<file path="src/rtl/core/hle_pkg.sv">
`timescale 1ns / 1ps
`default_nettype none

package hle_pkg;

	// field widths
	localparam int S_W    = 32;  // squared residual, Q16.16
	localparam int CFG_W  = 32;  // scale a, threshold b, Q16.16
	localparam int VAL_W  = 48;  // loss value, Q32.16
	localparam int D1_W   = 32;  // first derivative, Q16.16
	localparam int D2_W   = 48;  // second derivative, Q16.32

	// square root of s * 2^16
	localparam int RAD_W    = 48;
	localparam int ROOT_W   = 24;
	localparam int SQ_REM_W = 26;
	localparam int SQ_STEPS = 3;
	localparam int N_SQ     = ROOT_W / SQ_STEPS;

	// a * 2^16 / r
	localparam int D1_BITS_W = 32;
	localparam int D1_STEPS  = 4;
	localparam int N_D1      = D1_W / D1_STEPS;

	// d1 * 2^31 / s
	localparam int D2_Q_W   = 48;
	localparam int D2_STEPS = 4;
	localparam int N_D2     = D2_Q_W / D2_STEPS;

	localparam int PROD_W = CFG_W + ROOT_W;

	localparam logic [D1_W-1:0] ONE_Q16     = D1_W'(65536);
	localparam logic [CFG_W-1:0] CFG_RESET  = CFG_W'(65536);
	localparam logic [D2_W-1:0] SAT_NEG_MAG = {1'b1, {(D2_W-1){1'b0}}};

	typedef enum logic [0:0] {
		REG_SCALE_A     = 1'b0,
		REG_THRESHOLD_B = 1'b1
	} reg_idx_t;

	typedef struct packed {
		logic [VAL_W-1:0] loss_value;
		logic [D1_W-1:0]  first_deriv;
		logic [D2_W-1:0]  second_deriv;
		logic             is_outlier;
	} result_t;

endpackage

`default_nettype wire

</file>
<file path="src/rtl/core/hle_sqrt_stage.sv">
`timescale 1ns / 1ps
`default_nettype none

// A few digits of a restoring integer square root, then one register stage.
module hle_sqrt_stage #(
	parameter int STEPS  = 3,
	parameter int SIDE_W = 33
) (
	input  wire                          clk,
	input  wire                          arst_n,
	input  wire                          en,
	input  wire                          v_in,
	input  wire [hle_pkg::RAD_W-1:0]     rad_in,
	input  wire [hle_pkg::SQ_REM_W-1:0]  rem_in,
	input  wire [hle_pkg::ROOT_W-1:0]    root_in,
	input  wire [SIDE_W-1:0]             side_in,
	output logic                         v_out,
	output logic [hle_pkg::RAD_W-1:0]    rad_out,
	output logic [hle_pkg::SQ_REM_W-1:0] rem_out,
	output logic [hle_pkg::ROOT_W-1:0]   root_out,
	output logic [SIDE_W-1:0]            side_out
);
	import hle_pkg::*;

	localparam int T_W = SQ_REM_W + 2;

	logic [RAD_W-1:0]    rad_c;
	logic [SQ_REM_W-1:0] rem_c;
	logic [ROOT_W-1:0]   root_c;

	always_comb begin
		logic [T_W-1:0] t;
		logic [T_W-1:0] trial;
		logic           ge;
		rad_c  = rad_in;
		rem_c  = rem_in;
		root_c = root_in;
		for (int i = 0; i < STEPS; i++) begin
			t     = {rem_c, rad_c[RAD_W-1 -: 2]};
			trial = T_W'({root_c, 2'b01});
			ge    = (t >= trial);
			rem_c  = ge ? SQ_REM_W'(t - trial) : SQ_REM_W'(t);
			root_c = {root_c[ROOT_W-2:0], ge};
			rad_c  = rad_c << 2;
		end
	end

	always_ff @(posedge clk or negedge arst_n) begin
		if (!arst_n) begin
			v_out <= 1'b0;
		end else if (en) begin
			v_out <= v_in;
		end
	end

	always_ff @(posedge clk) begin
		if (en) begin
			rad_out  <= rad_c;
			rem_out  <= rem_c;
			root_out <= root_c;
			side_out <= side_in;
		end
	end

endmodule

`default_nettype wire

</file>
<file path="config.mk">
export PLATFORM = sky130hd
export DESIGN_NAME = hle_sqrt_stage
export DESIGN_NICKNAME = d
export VERILOG_FILES = /design/src/rtl/core/hle_pkg.sv /design/src/rtl/core/hle_sqrt_stage.sv
export SDC_FILE = /design/constraint.sdc
export NUM_CORES = 1
export LEC_CHECK = 0
export BUFFER_PORTS_ARGS = -buffer_cell sky130_fd_sc_hd__buf_2
export CORE_ASPECT_RATIO = 0.6
export CORE_MARGIN = 2
export CORE_UTILIZATION = 55
export DETAILED_ROUTE_END_ITERATION = 16
export GPL_ROUTABILITY_DRIVEN = 0
export PLACE_DENSITY_LB_ADDON = 0.05
export REMOVE_ABC_BUFFERS = 1
export SETUP_SLACK_MARGIN = 0.05
export SLEW_MARGIN = 20
export SYNTH_ARGS = -nofsm -noshare
export SYNTH_HDL_FRONTEND = slang
export SYNTH_SLANG_ARGS = --single-unit
</file>
<file path="constraint.sdc">
create_clock -name clk -period 1.96 [get_ports clk]
set_input_delay 0.392 -clock clk [delete_from_list [all_inputs] [get_ports clk]]
set_output_delay 0.392 -clock clk [all_outputs]
set_load 0.05 [all_outputs]
</file>
==> run_results.csv, run 1 <==
group,metric,value,unit
floorplanning,start_util,0.558,
placement,dpl.hpwl,25200,µm
synthesis,synth.top_cells.by_count,"edfxtp_1, a21oi_1, ha_1",
clock_tree,post_cts_buffers,102,
clock_tree,clockBufferDepth,2,
synthesis,ys_warn_count,0,
synthesis,synth_cell_types,71,
synthesis,ys_seq_elements,126,
synthesis,synth.yosys.seq_area_share,0.421,
status,failed_stage,"4_1_cts",
floorplanning,die_x,169,µm
synthesis,netlist_area,8970,µm²
synthesis,netlist_instances,887,
synthesis,synthMostInstantiatedCell,"edfxtp_1",
placement,pre_cts_ws,-5.83,ns
synthesis,syn_area_per_cell,10.1,µm²
clock_tree,cts_hold_buf,1,
clock_tree,numCtsBuffers,17,
placement,port_buffers,260,
synthesis,async_flop_share,0.00794,
floorplanning,ios,267,
synthesis,synth_flop_cell,"edfxtp_1",
clock_tree,cts_sinks,126,
status,outcome,"did not finish",
clock_tree,cts_root_buf,"clkbuf_16",
synthesis,synthTopCellsByArea,"edfxtp_1, ha_1, a21oi_1, xnor2_1, nor2_1",
synthesis,synth_top_cell_area_share,0.418,
status,error,"[ERROR DPL-0033] detailed placement checks failed during check placement.",
synthesis,synth_area_leader_cell,"edfxtp_1",
clock_tree,htreeDepth,4,
synthesis,synth_edf_count,125,
floorplanning,row_count,36,
clock_tree,cts_resized,249,
floorplanning,die_h,103,µm
==> cells by family after synthesis <==
logic type | synth area share
AOI/OAI and AO/OA | 0.184
and+or+nand+nor | 0.127
DFF | 0.421
buffers and inverters | 0.0396
adders and majority gates | 0.109
xor gates and xnor gates | 0.0664
muxes | 0.0534
other | 0.000418
==> metrics by stage <==
| stage | cells | cell area [µm²] | util |
|---|---|---|---|
| floorplan | 864 | 8840 | - |
| global placement | 1678 | 13100 | 0.812 |
| detailed placement | 1678 | 13100 | 0.812 |
==> inputs of run 2 (changes only) <==
--- a/config.mk
+++ b/config.mk
@@ -6,14 +6,12 @@
 export NUM_CORES = 1
 export LEC_CHECK = 0
 export BUFFER_PORTS_ARGS = -buffer_cell sky130_fd_sc_hd__buf_2
-export CORE_ASPECT_RATIO = 0.6
 export CORE_MARGIN = 2
-export CORE_UTILIZATION = 55
+export CORE_UTILIZATION = 40
 export DETAILED_ROUTE_END_ITERATION = 16
 export GPL_ROUTABILITY_DRIVEN = 0
-export PLACE_DENSITY_LB_ADDON = 0.05
+export PLACE_DENSITY_LB_ADDON = 0.15
 export REMOVE_ABC_BUFFERS = 1
-export SETUP_SLACK_MARGIN = 0.05
 export SLEW_MARGIN = 20
 export SYNTH_ARGS = -nofsm -noshare
 export SYNTH_HDL_FRONTEND = slang
==> run 2 against run 1 <==
Compared with the run above: the flow now finishes, with violations (negative setup slack); synthesized cell count stayed put; area after synthesis stayed put.
==> run_results.csv, run 2 <==
group,metric,value,unit
synthesis,synthMostInstantiatedCell,"edfxtp_1",
floorplanning,start_util,0.410,
setup_path,critPathKind,"primary input to flip-flop",
clock_tree,clk_latency,0.41,ns
clock_tree,cts_tree,"yes",
setup_path,critical_path.max_stage_delay,0.42,ns
floorplanning,row_count,54,
placement,port_buffers,260,
sta,finalMaxSlewViolations,0,
placement,dp_cells,1722,
status,violations,"negative setup slack",
synthesis,netlist_instances,887,
layout,final_common_cell,"buf_4",
sta,finalSetupViolCount,29,
synthesis,synth_top_family_by_area,"compound AO/OA/AOI/OAI gates",
sta,hold_violations,0,
synthesis,ys_seq_elements,126,
power_and_ir_drop,p_int,12.4,mW
route,via_count,9728,
clock_tree,numCtsBuffers,17,
layout,syn2layout_area_growth,76.6,%
clock_tree,cts_sinks,126,
power_and_ir_drop,clkPwrFrac,0.151,
sta,post-route-min-period,6.63,ns
setup_path,cp.required,2.11,ns
worst_hold_path,hold_class,"primary input to flip-flop",
sta,finalWorstSetupSlack,-4.67,ns
global_routing,grt-ovfl-total,0,
power_and_ir_drop,p_switching,8.72,mW
sta,tightestPinTransition,0.611,ns
setup_path,crit_slowest_cell,"a2111o_1",
sta,skew,0,ns
power_and_ir_drop,combPwrFrac,0.669,
synthesis,synth-compound-area-share,0.184,
route,routedWlPerCell,18.8,µm
global_routing,grt_max_degree,32,
synthesis,synth.top_cells.by_count,"edfxtp_1, a21oi_1, ha_1",
setup_path,r2r_slack,1.22,ns
setup_path,crit_path_start_kind,"primary input",
synthesis,synth_fa_ha_area_frac,0.109,
layout,drive_above_1_share,0.601,
setup_path,crit_fanout,9,
layout,largest_reg_flops,42,
synthesis,syn_area_per_cell,10.1,µm²
layout,fillers,1581,
synthesis,synth.yosys.seq_area_share,0.421,
setup_path,crit_path_end_kind,"flip-flop",
synthesis,synthTopCellsByArea,"edfxtp_1, ha_1, a21oi_1, xnor2_1, nor2_1",
status,outcome,"finished with violations",
floorplanning,die_x,154,µm
route,drc_errors,0,
sta,fmax,151,MHz
power_and_ir_drop,power_per_cell_area,1330,nW/µm²
synthesis,synth_edf_count,125,
floorplanning,placeableCoreArea,21900,µm²
sta,fin_crit_sh,3.38,
route,vias_per_cell,5.32,
power_and_ir_drop,seq_power_share,0.179,
synthesis,synth_xor_area_frac,0.0664,
layout,multiInputGateArea,6330,µm²
power_and_ir_drop,ir_drop,0.000946,V
global_routing,track_usage,0.254,
layout,final_nets,1749,
layout,regMostFlops,"rad_out",
flow_run,drv_cap,0,
floorplanning,dieArea,23700,µm²
clock_tree,clk_pin_slew,0.07,ns
synthesis,synth_mux_area_frac,0.0534,
global_routing,grt_pass1_vias,9217,
floorplanning,die_h,154,µm
layout,reg_top3,"rad_out x42, side_out x33, rem_out x26",
power_and_ir_drop,p_leak,7.11,nW
power_and_ir_drop,p_sw_frac,0.413,
setup_path,cp.arrival,6.78,ns
sta,relSlewSlack,0.589,
clock_tree,clockBufferDepth,2,
clock_tree,cts_root_buf,"clkbuf_16",
global_routing,grt_pass1_wl,48000,µm
synthesis,yosys.area_share.simple,0.127,
synthesis,synth_cell_types,71,
global_routing,antenna_found_initial,1,
synthesis,synth_top_cell_area_share,0.418,
layout,seqCellArea,3780,µm²
synthesis,synth_flop_cell,"edfxtp_1",
layout,mostFrequentLayoutCells,"buf_4, buf_2, edfxtp_1",
route,wl,34400,µm
route,first_pass_iters,5,
synthesis,netlist_area,8970,µm²
layout,final_cells,1830,
route,ant_nets,0,
synthesis,synth_area_leader_cell,"edfxtp_1",
route,first_iter_violations,561,
floorplanning,ios,267,
synthesis,ys_warn_count,0,
sta,rsz0062_at_grt,"true",
synthesis,async_flop_share,0.00794,
placement,dpl.hpwl,24600,µm
power_and_ir_drop,power,21.1,mW
clock_tree,htreeDepth,4,
[run 2: power groups by stage]
stage	logic (mW)	registers, mW	clock network, mW
after floorplan	5.37	5.48	0
after global placement	11.3	3.83	0
after detailed placement	11.4	3.85	0
after CTS	12.3	3.80	3.24
after global routing	15.0	3.84	3.36
final	14.1	3.79	3.20
[run 2: per-layer routing]
layer | up-vias | routed length [µm] | part of all wire | track usage
met5 | - | 0 | 0 | 0
met4 | 0 | 1020 | 0.030 | 0.0550
met3 | 65 | 2080 | 0.060 | 0.0440
met2 | 388 | 17100 | 0.50 | 0.447
met1 | 4639 | 14200 | 0.41 | 0.329
li1 | 4636 | - | - | -
[run 2: worst paths after layout]
kind	from	endpoint	depth (start not counted)
min in group asynchronous	arst_n	v_out$_DFFE_PN0P_	2
min	root_in[20]	root_out[23]$_DFFE_PP_	1
min reg2reg	v_out$_DFFE_PN0P_	v_out$_DFFE_PN0P_	1
max reg2reg	v_out$_DFFE_PN0P_	v_out$_DFFE_PN0P_	1
max in group asynchronous	arst_n	v_out$_DFFE_PN0P_	2
max	root_in[5]	rem_out[18]$_DFFE_PP_	33
[run 2: layout make-up]
| class | count | area share |
|---|---|---|
| Multi-Input combinational cell | 686 | 0.400 |
| Clock buffer | 17 | 0.0268 |
| Inverter | 52 | 0.0161 |
| Tap cell | 280 | 0.0221 |
| Clock inverter | 15 | 0.0108 |
| Timing Repair inverter | 3 | 0.00182 |
| Antenna cell | 1 | 0.000158 |
| Sequential cell | 126 | 0.238 |
| Timing Repair Buffer | 650 | 0.284 |
[run 2: what timing repair did]
| action | CTS | global route |
|---|---|---|
| gates resized for setup | 143 | 203 |
| setup buffers | 22 | 51 |
| hold buffers | 1 | 0 |
| pin swaps | 35 | 64 |
| gates cloned | 2 | 4 |
| endpoints found under the setup margin | 29 | 29 |
| endpoints found under the hold margin | 1 | 0 |
[run 2: logic make-up (layout without fill, tap and decap cells)]
kind of cell / after synthesis / count (layout)
and+or+nand+nor: 238 / 238
AOI/OAI and AO/OA: 259 / 259
other: 1 / 7
muxes: 37 / 37
xor gates and xnor gates: 68 / 68
adders and majority gates: 78 / 78
buffers and inverters: 80 / 737
DFF: 126 / 126
[run 2: worst max-delay path, delay by kind of cell]
family                     cells  cell delay (ns)
AOI/OAI and AO/OA              7             1.51
buffers and inverters         10             1.29
and+or+nand+nor               11             2.00
adders and majority gates      3             0.89
muxes                          2             0.69
[run 2: metrics by stage]
step | TNS [ns] | utilization | worst slack (ns) | area (µm²) | hold WS (ns)
floorplan | -173.03 | - | -6.37 | 8840 | 0.0964
global placement | -153.61 | 0.591 | -5.66 | 12900 | 0.167
detailed placement | -157.69 | 0.591 | -5.82 | 12900 | 0.168
CTS | -119.43 | 0.660 | -4.43 | 14500 | 0.141
global route | -133.31 | 0.724 | -4.95 | 15800 | 0.134
finish | -126.43 | 0.724 | -4.67 | 15800 | 0.152
Power figures use the tool's default switching activity.
