==> config.mk <==
export PLATFORM = sky130hd
export DESIGN_NAME = hle_div_stage
export DESIGN_NICKNAME = d
export VERILOG_FILES = /design/src/rtl/core/hle_div_stage.sv
export SDC_FILE = /design/constraint.sdc
export NUM_CORES = 1
export LEC_CHECK = 0
export BUFFER_PORTS_ARGS = -buffer_cell sky130_fd_sc_hd__buf_4
export CAP_MARGIN = 40
export CORE_ASPECT_RATIO = 1.1
export CORE_MARGIN = 2
export CORE_UTILIZATION = 55
export DETAILED_ROUTE_END_ITERATION = 12
export GPL_TIMING_DRIVEN = 0
export PLACE_DENSITY_LB_ADDON = 0.2
export SLEW_MARGIN = 15
export SYNTH_ARGS = -nofsm -noshare
export SYNTH_HDL_FRONTEND = slang
export SYNTH_SLANG_ARGS = --single-unit
==> constraint.sdc <==
create_clock -name clk -period 0.9 [get_ports clk]
set_clock_uncertainty 0.1 [all_clocks]
set_input_delay 0.135 -clock clk [delete_from_list [all_inputs] [get_ports clk]]
set_output_delay 0.135 -clock clk [all_outputs]
set_load 0.03 [all_outputs]
==> src/rtl/core/hle_div_stage.sv <==
`timescale 1ns / 1ps
`default_nettype none

// A few quotient bits of restoring division, then one register stage.
module hle_div_stage #(
	parameter int DIV_W  = 24,
	parameter int BITS_W = 32,
	parameter int Q_W    = 32,
	parameter int STEPS  = 4,
	parameter int SIDE_W = 8
) (
	input  wire                clk,
	input  wire                arst_n,
	input  wire                en,
	input  wire                v_in,
	input  wire [BITS_W-1:0]   bits_in,
	input  wire [DIV_W-1:0]    rem_in,
	input  wire [Q_W-1:0]      quo_in,
	input  wire [DIV_W-1:0]    dvs_in,
	input  wire [SIDE_W-1:0]   side_in,
	output logic               v_out,
	output logic [BITS_W-1:0]  bits_out,
	output logic [DIV_W-1:0]   rem_out,
	output logic [Q_W-1:0]     quo_out,
	output logic [DIV_W-1:0]   dvs_out,
	output logic [SIDE_W-1:0]  side_out
);

	logic [BITS_W-1:0] bits_c;
	logic [DIV_W-1:0]  rem_c;
	logic [Q_W-1:0]    quo_c;

	always_comb begin
		logic [DIV_W:0] t;
		logic           ge;
		bits_c = bits_in;
		rem_c  = rem_in;
		quo_c  = quo_in;
		for (int i = 0; i < STEPS; i++) begin
			t     = {rem_c, bits_c[BITS_W-1]};
			ge    = (t >= {1'b0, dvs_in});
			rem_c = ge ? DIV_W'(t - {1'b0, dvs_in}) : DIV_W'(t);
			quo_c = {quo_c[Q_W-2:0], ge};
			bits_c = bits_c << 1;
		end
	end

	always_ff @(posedge clk or negedge arst_n) begin
		if (!arst_n) begin
			v_out <= 1'b0;
		end else if (en) begin
			v_out <= v_in;
		end
	end

	always_ff @(posedge clk) begin
		if (en) begin
			bits_out <= bits_c;
			rem_out  <= rem_c;
			quo_out  <= quo_c;
			dvs_out  <= dvs_in;
			side_out <= side_in;
		end
	end

endmodule

`default_nettype wire

==> results of run 1 <==
-- routing by layer --
layer  overflow  track usage
met5          0        0.196
met2         62        0.943
met3          1        0.562
met1          2        0.752
met4         36        0.796
-- stage by stage --
stage	TNS (ns)	setup slack (ns)	instance area, µm²
4_1_cts	-242.84	-8.00	16400
3_5_place_dp	-298.70	-10.04	12100
3_3_place_gp	-356.23	-9.91	12100
2_1_floorplan	-212.93	-8.20	9990
-- cell families after synthesis --
| logic type | Yosys count | synth area share |
|---|---|---|
| other | 1 | 0.000391 |
| and+or+nand+nor | 209 | 0.110 |
| buffers and inverters | 95 | 0.0416 |
| xor gates and xnor gates | 81 | 0.0739 |
| muxes | 46 | 0.0531 |
| AOI/OAI and AO/OA | 321 | 0.222 |
| adders and majority gates | 100 | 0.134 |
| DFF | 117 | 0.366 |
-- what timing repair did --
action,4_1_cts
setup buffers,144
setup endpoints to repair,218
gates resized for setup,356
gates cloned,10
pin swaps,109
hold buffers,91
endpoints found under the hold margin,105
-- synthesized netlist by cell type (13+ instances only) --
library cell	number	area, µm²
nand4_1	13	81.3
xnor2_1	53	464
o21bai_1	20	150
a21oi_1	85	425
inv_1	66	248
xor2_1	28	245
nor2_1	48	180
ha_1	96	1200
nand2_1	59	221
mux2_2	32	360
o21ai_0	66	330
nand3_1	22	110
o21a_1	18	135
edfxtp_1	116	3480
a21o_1	47	353
==> flow_metrics.py, run 1 <==
metrics = {
    "status": {
        "status": "did not finish",
        "haltStage": "global routing (5_1_grt)",
        "error_line": "[ERROR GRT-0232] Routing congestion too high. Check the congestion heatmap in the GUI.",
    },
    "floorplanning": {
        "die_width_um": 130,
        "rows": 50,
        "pin_count": 245,
        "die_h_um": 143,
        "start_util": 0.562,
    },
    "grt": {
        "track_usage": 0.757,
        "grt_overflow": 101,
        "grt_start_max_net_pins": 47,
    },
    "yosys": {
        "ys_seq_area_frac": 0.366,
        "synth_warnings": 0,
        "netlist-cell-type-count": 78,
        "synthCells": 970,
        "synth-seq-cells": 117,
        "synth_edf_count": 116,
        "synth_area_um2": 9590,
        "synth-async-reset-ratio": 0.00855,
        "syn_avg_cell_area_um2": 9.89,
        "ys.flop_type": "edfxtp_1",
    },
    "place": {
        "dpl.hpwl_um": 23100,
        "numPortBuffers": 236,
        "gp_congestion": 0.938,
        "dpl.cell_count": 1444,
    },
    "clock_tree": {
        "numClockSinks": 117,
        "cts_max_level": 4,
        "cts_buffers": 17,
        "clock_path_buffers": 2,
        "clock-root-buffer": "clkbuf_16",
    },
}
==> run 2: changes to the inputs <==
Settings changed: CORE_ASPECT_RATIO 1.1 to default, CORE_UTILIZATION 55 to 40, PLACE_DENSITY_LB_ADDON 0.2 to 0.15.
==> run 2 against run 1 <==
  * The flow now finishes, with violations (negative hold slack, negative setup slack)
  * Area after synthesis unchanged
  * Synthesized cell count unchanged
==> flow_metrics.py, run 2 <==
metrics = {
    "status": {
        "status": "complete, but fails checks",
        "failed_checks": "negative hold slack, negative setup slack",
    },
    "clock_tree": {
        "cts_tree": "built",
        "numClockSinks": 117,
        "clock-root-buffer": "clkbuf_16",
        "clkLatencyLatePin_ns": 0.43,
        "clkTransAtPathRegs_ns": 0.07,
        "cts_buffers": 17,
        "clock_path_buffers": 2,
        "cts_max_level": 4,
        "hold_buffers": 91,
    },
    "yosys": {
        "synth_warnings": 0,
        "netlist-cell-type-count": 78,
        "ys.flop_type": "edfxtp_1",
        "syn_avg_cell_area_um2": 9.89,
        "synth_most_common_cell": "edfxtp_1",
        "synth_area_um2": 9590,
        "synth_edf_count": 116,
        "synth_area_leaders": "edfxtp_1, ha_1, xnor2_1",
        "synth_top_cell_by_area": "edfxtp_1",
        "synth-seq-cells": 117,
        "synth_top_area_frac": 0.363,
        "synthCells": 970,
        "synth-async-reset-ratio": 0.00855,
        "ys_seq_area_frac": 0.366,
        "synthTopCellsByCount": "edfxtp_1, ha_1, a21oi_1, inv_1, o21ai_0",
    },
    "sta": {
        "rsz0062_at_grt": "yes",
        "hold_ws_ns": -0.0464,
        "worst_slack_ns": -8.56,
        "min_period_ns": 9.46,
        "tightest_slew_ns": 0.688,
        "setup_viol": 145,
        "post-route-period-util": 10.5,
        "slew_headroom": 0.538,
        "finalHoldViolCount": 1,
        "fmax_mhz": 106,
        "slew_violations": 0,
    },
    "worst_setup_path": {
        "crit-reg2reg-capture": "v_out",
        "crit_path_end_kind": "register",
        "r2r_cells": 1,
        "cp_slowest_stage_delay_ns": 0.45,
        "crit_fanout": 6,
        "path_class": "primary input to register",
        "arrival_ns": 9.53,
        "start_kind": "primary input",
        "cp.required_ns": 0.97,
        "rrSetupSlack_ns": 0.02,
        "cpMostUsedCell": "a21oi_2",
        "r2r-start": "v_out",
        "critPathSlowestCell": "or3_4",
    },
    "layout": {
        "regMostFlops": "quo_out",
        "final_cell_mix": "buf_4, buf_6, edfxtp_1",
        "largest_reg_flops": 32,
        "final_common_cell": "buf_4",
        "syn2layout_area_growth_pct": 79.6,
        "drive_gt1_frac": 0.486,
        "instances_no_fill": 1872,
        "top_regs": "quo_out x32, bits_out x28",
        "fin_nets": 1764,
        "diodes": 0,
    },
    "grt": {
        "track_usage": 0.282,
        "grt_pass1_wl_um": 56100,
        "antenna_found_initial": 0,
        "grt_start_max_net_pins": 74,
        "grt_overflow": 0,
        "grt_pass1_vias": 10078,
    },
    "floorplanning": {
        "die_width_um": 159,
        "die-area_um2": 25200,
        "start_util": 0.408,
        "pin_count": 245,
        "rows": 56,
        "die_h_um": 159,
        "coreArea_um2": 23500,
    },
    "place": {
        "numPortBuffers": 236,
        "dpl.hpwl_um": 23300,
        "gp_congestion": 0.857,
        "dpl.cell_count": 1529,
    },
    "power_and_ir_drop": {
        "switchingPower_mw": 28.4,
        "ir_drop_mv": 2.29,
        "seq_power_share": 0.130,
        "power_leakage_nw": 7.38,
        "powerDensity_nw_per_um2": 3840,
        "combPwrFrac": 0.759,
        "internal_power_mw": 37.8,
        "p_clk_frac": 0.111,
        "p_total_mw": 66.2,
        "power.share.switching": 0.429,
    },
    "routing": {
        "postRouteAntennaNets": 0,
        "drc": 0,
        "drt-total-wl_um": 37600,
        "viasPerCell": 5.52,
        "dr.pass1.iters": 6,
        "wl_per_cell_um": 20.1,
        "drtIter0Drc": 741,
        "vias": 10341,
    },
    "flow_run": {
        "cap_violations": 0,
    },
    "hold_path": {
        "worstHoldStart": "bits_in[28]",
        "min-delay-path-class": "primary input to register",
        "hold_depth": 3,
        "hold_end": "rem_out[0]",
    },
}
run 2: kinds of logic after synthesis:
logic type,Yosys count,share of synthesized area
xor+xnor,81,0.0739
other cells,1,0.000391
simple gates,209,0.110
fa+ha+maj,100,0.134
compound gates,321,0.222
flops,117,0.366
mux,46,0.0531
buf+inv,95,0.0416
run 2: worst max path at each step:
stage               start          end  slack [ns]  cells past startpoint
2_1_floorplan   dvs_in[1]   rem_out[3]       -8.20                     48
3_3_place_gp    dvs_in[1]  rem_out[18]      -10.08                     51
3_5_place_dp    dvs_in[1]  rem_out[15]      -10.17                     48
4_1_cts         dvs_in[1]   rem_out[3]       -8.09                     50
5_1_grt        dvs_in[13]  rem_out[18]       -8.80                     50
6_report       dvs_in[13]  rem_out[18]       -8.56                     50
run 2: timing repair:
item / in CTS / in global routing
endpoints found under the setup margin: 218 / 201
pin swaps: 97 / 53
gates resized for setup: 338 / 53
setup buffers: 166 / 54
gates cloned: 9 / 1
hold endpoints to repair: 91 / 1
run 2: per-stage QoR:
step / setup slack (ns) / util / area [µm²] / hold WS (ns) / TNS [ns]
final: -8.56 / 0.732 / 17200 / -0.0464 / -257.29
after global routing: -8.80 / 0.732 / 17200 / -0.0521 / -266.76
after CTS: -8.09 / 0.705 / 16600 / -0.0575 / -244.75
after detailed placement: -10.17 / 0.518 / 12200 / -0.189 / -304.37
after global placement: -10.08 / 0.516 / 12200 / -0.190 / -367.20
after floorplan: -8.20 / - / 9990 / -0.261 / -212.93
run 2: area by class of cell:
type	instances	area, µm²
clock inverters	15	190
multi-input cells	762	7010
repair buffers	555	5100
inverters	68	338
fillers	1593	6310
plain buffers	19	259
well taps	319	399
clock buffers	17	425
flip-flops and latches	117	3510
run 2: critical path, delay by kind of cell:
family / cells / cell delay, ns
AO/OA/AOI/OAI: 18 / 3.27
adder cells (fa/ha/maj): 4 / 1.22
buffers and inverters: 10 / 1.38
multiplexers: 2 / 0.52
AND/OR/NAND/NOR: 16 / 2.95
run 2: power by group through the flow:
stage	sequential [mW]	clock (mW)	combinational (mW)
after floorplan	10.5	0	23.6
after global placement	8.48	0	33.2
after detailed placement	8.51	0	33.4
after CTS	8.60	7.49	45.7
after global routing	8.70	7.69	53.3
final	8.59	7.36	50.2
run 2: routing by layer:
metal	vias to the layer above	wire (µm)	global-route usage
met5	-	0	0
met2	468	18700	0.500
met4	0	1590	0.119
met1	4964	15000	0.342
met3	103	2260	0.0426
li1	4806	-	-
(Power assumes the default switching activity.)
==> run 3: changes to the inputs <==
Settings changed: CORE_ASPECT_RATIO from default to 1.5.
==> run 3 against run 2 <==
  * The run still ends with negative hold slack, negative setup slack left
  * Largest power group unchanged
  * Cell count decreased by 5.8%
  * Combinational power down 8.8%
  * Maximum frequency is 1.7% higher
  * First-iteration DRC count down 46%
  * Core utilization down 5.5 points
  * Sequential power hardly changed
  * Clock power fell by 13%
  * Sequential share of layout area increased by 1.5 points
  * Via count fell by 8.3%
  * Non-clock buffer count is 107 lower
  * Total power is 8.2% lower
  * Routed wire length fell by 10%
  * Largest cell class unchanged
==> flow_metrics.py, run 3 (synthesis gave the netlist of run 2 again) <==
metrics = {
    "place": {
        "post-place-ws_ns": -10.46,
        "gp_congestion": 0.925,
        "dpl.hpwl_um": 23700,
        "place_area_um2": 12200,
        "numPortBuffers": 236,
        "dpl.cell_count": 1529,
    },
    "clock_tree": {
        "cts_max_level": 4,
        "clock-root-buffer": "clkbuf_16",
        "cts_tree": "built",
        "clock_path_buffers": 2,
        "numClockSinks": 117,
        "clkLatencyLatePin_ns": 0.42,
        "hold_buffers": 92,
        "cts_buffers": 17,
        "clkTransAtPathRegs_ns": 0.07,
    },
    "layout": {
        "drive_gt1_frac": 0.426,
        "top_regs": "quo_out x32, bits_out x28",
        "instances_no_fill": 1763,
        "largest_reg_flops": 32,
        "multiInputGateArea_um2": 6850,
        "syn2layout_area_growth_pct": 67.0,
        "final_common_cell": "buf_4",
        "regMostFlops": "quo_out",
        "regArea_um2": 3510,
        "diodes": 0,
        "fin_nets": 1656,
        "final_cell_mix": "buf_4, buf_6, edfxtp_1",
        "fillers": 1770,
        "stdcell_area_um2": 16000,
    },
    "worst_setup_path": {
        "arrival_ns": 9.38,
        "critPathSlowestCell": "a2111o_1",
        "cp_num_cells": 51,
        "start_kind": "primary input",
        "r2r-start": "v_out",
        "crit_fanout": 8,
        "crit-reg2reg-capture": "v_out",
        "setup.worst_path.end": "rem_out[18]",
        "path_buf_inv": 13,
        "r2r_cells": 2,
        "path_class": "primary input to register",
        "crit_path_end_kind": "register",
        "cp.required_ns": 0.98,
        "startpoint": "dvs_in[14]",
        "cp_slowest_stage_delay_ns": 0.41,
        "rrSetupSlack_ns": -0.10,
        "crit_family": "compound AO/OA/AOI/OAI gates",
    },
    "grt": {
        "antenna_found_initial": 0,
        "grt_pass1_vias": 9492,
        "grt_overflow": 0,
        "track_usage": 0.251,
        "grt_pass1_wl_um": 48800,
        "grt_start_max_net_pins": 63,
    },
    "routing": {
        "wl_per_cell_um": 19.2,
        "drtIter0Drc": 403,
        "dr.pass1.iters": 5,
        "viasPerCell": 5.38,
        "drt-total-wl_um": 33800,
        "vias": 9484,
        "drc": 0,
        "postRouteAntennaNets": 0,
    },
    "sta": {
        "hold_ws_ns": -0.0183,
        "post-route-period-util": 10.3,
        "tightest_slew_ns": 0.822,
        "finalHoldViolCount": 5,
        "fmax_mhz": 107,
        "setup_viol": 146,
        "min_period_ns": 9.31,
        "rsz0062_at_grt": "yes",
        "worst_slack_ns": -8.41,
        "slew_violations": 0,
        "slew_headroom": 0.447,
    },
    "flow_run": {
        "cap_violations": 0,
    },
    "power_and_ir_drop": {
        "powerDensity_nw_per_um2": 3790,
        "power_leakage_nw": 6.72,
        "ir_drop_mv": 2.08,
    },
    "hold_path": {
        "min-delay-path-class": "primary input to register",
    },
    "floorplanning": {
        "rows": 69,
        "start_util": 0.406,
        "pin_count": 245,
        "coreArea_um2": 23700,
        "die-area_um2": 25300,
        "die_width_um": 130,
        "die_h_um": 194,
    },
    "status": {
        "status": "complete, but fails checks",
        "failed_checks": "negative hold slack, negative setup slack",
    },
}
## run 3: cell types whose count changed in the layout (fill, tap and decap cells not counted), sizes merged, moves of 2 or more
cell         change
bufinv           -2
dlygate4sd3      +2
buf            -105
inv              -4
clkinv           +3
## run 3: where the power goes
| part | switching [mW] | internal [mW] | total, mW |
|---|---|---|---|
| sequential | 0.435 | 8.16 | 8.60 |
| clock | 2.64 | 3.75 | 6.39 |
| combinational | 23.6 | 22.2 | 45.8 |
| total | 26.7 | 34.1 | 60.8 |
## run 3: layer usage
layer  wire length, µm  global-route usage  share of wire
met1             12600               0.267           0.37
met2             17800               0.466           0.53
met3              1510              0.0386          0.045
met4              1910               0.134          0.057
met5                 0                   0              0
## run 3: repair_timing
item	in CTS	in global routing
pin swaps	62	62
setup buffers	73	41
hold endpoints to repair	93	1
gates resized for setup	247	99
setup endpoints to repair	201	145
cloned	2	1
## run 3: worst min path at each step
stage / from / end / cells after the start
2_1_floorplan: arst_n / v_out / 0
3_3_place_gp: arst_n / v_out / 1
3_5_place_dp: arst_n / v_out / 1
4_1_cts: en / quo_out[3] / 1
5_1_grt: en / quo_out[3] / 1
6_report: en / quo_out[3] / 1
## run 3: final cells by class
| type | count | area share |
|---|---|---|
| flip-flops and latches | 117 | 0.219 |
| well taps | 319 | 0.0249 |
| plain buffers | 22 | 0.0167 |
| clock inverters | 13 | 0.00695 |
| clock buffers | 18 | 0.0268 |
| inverters | 68 | 0.0202 |
| repair buffers | 445 | 0.258 |
| multi-input cells | 761 | 0.427 |
## run 3: through the flow
| step | utilization | setup TNS [ns] | power (mW) |
|---|---|---|---|
| after floorplan | - | -212.93 | 34.1 |
| after global placement | 0.514 | -376.55 | 41.9 |
| after detailed placement | 0.515 | -316.10 | 42.2 |
| after CTS | 0.646 | -252.92 | 55.0 |
| after global routing | 0.678 | -263.97 | 64.3 |
| final | 0.678 | -252.09 | 60.8 |
## run 3: worst register-to-register path, stage by stage, from the launching register on
cell     delay [ns]
dfrtp_2        0.41
buf_4          0.13
mux2_2         0.25
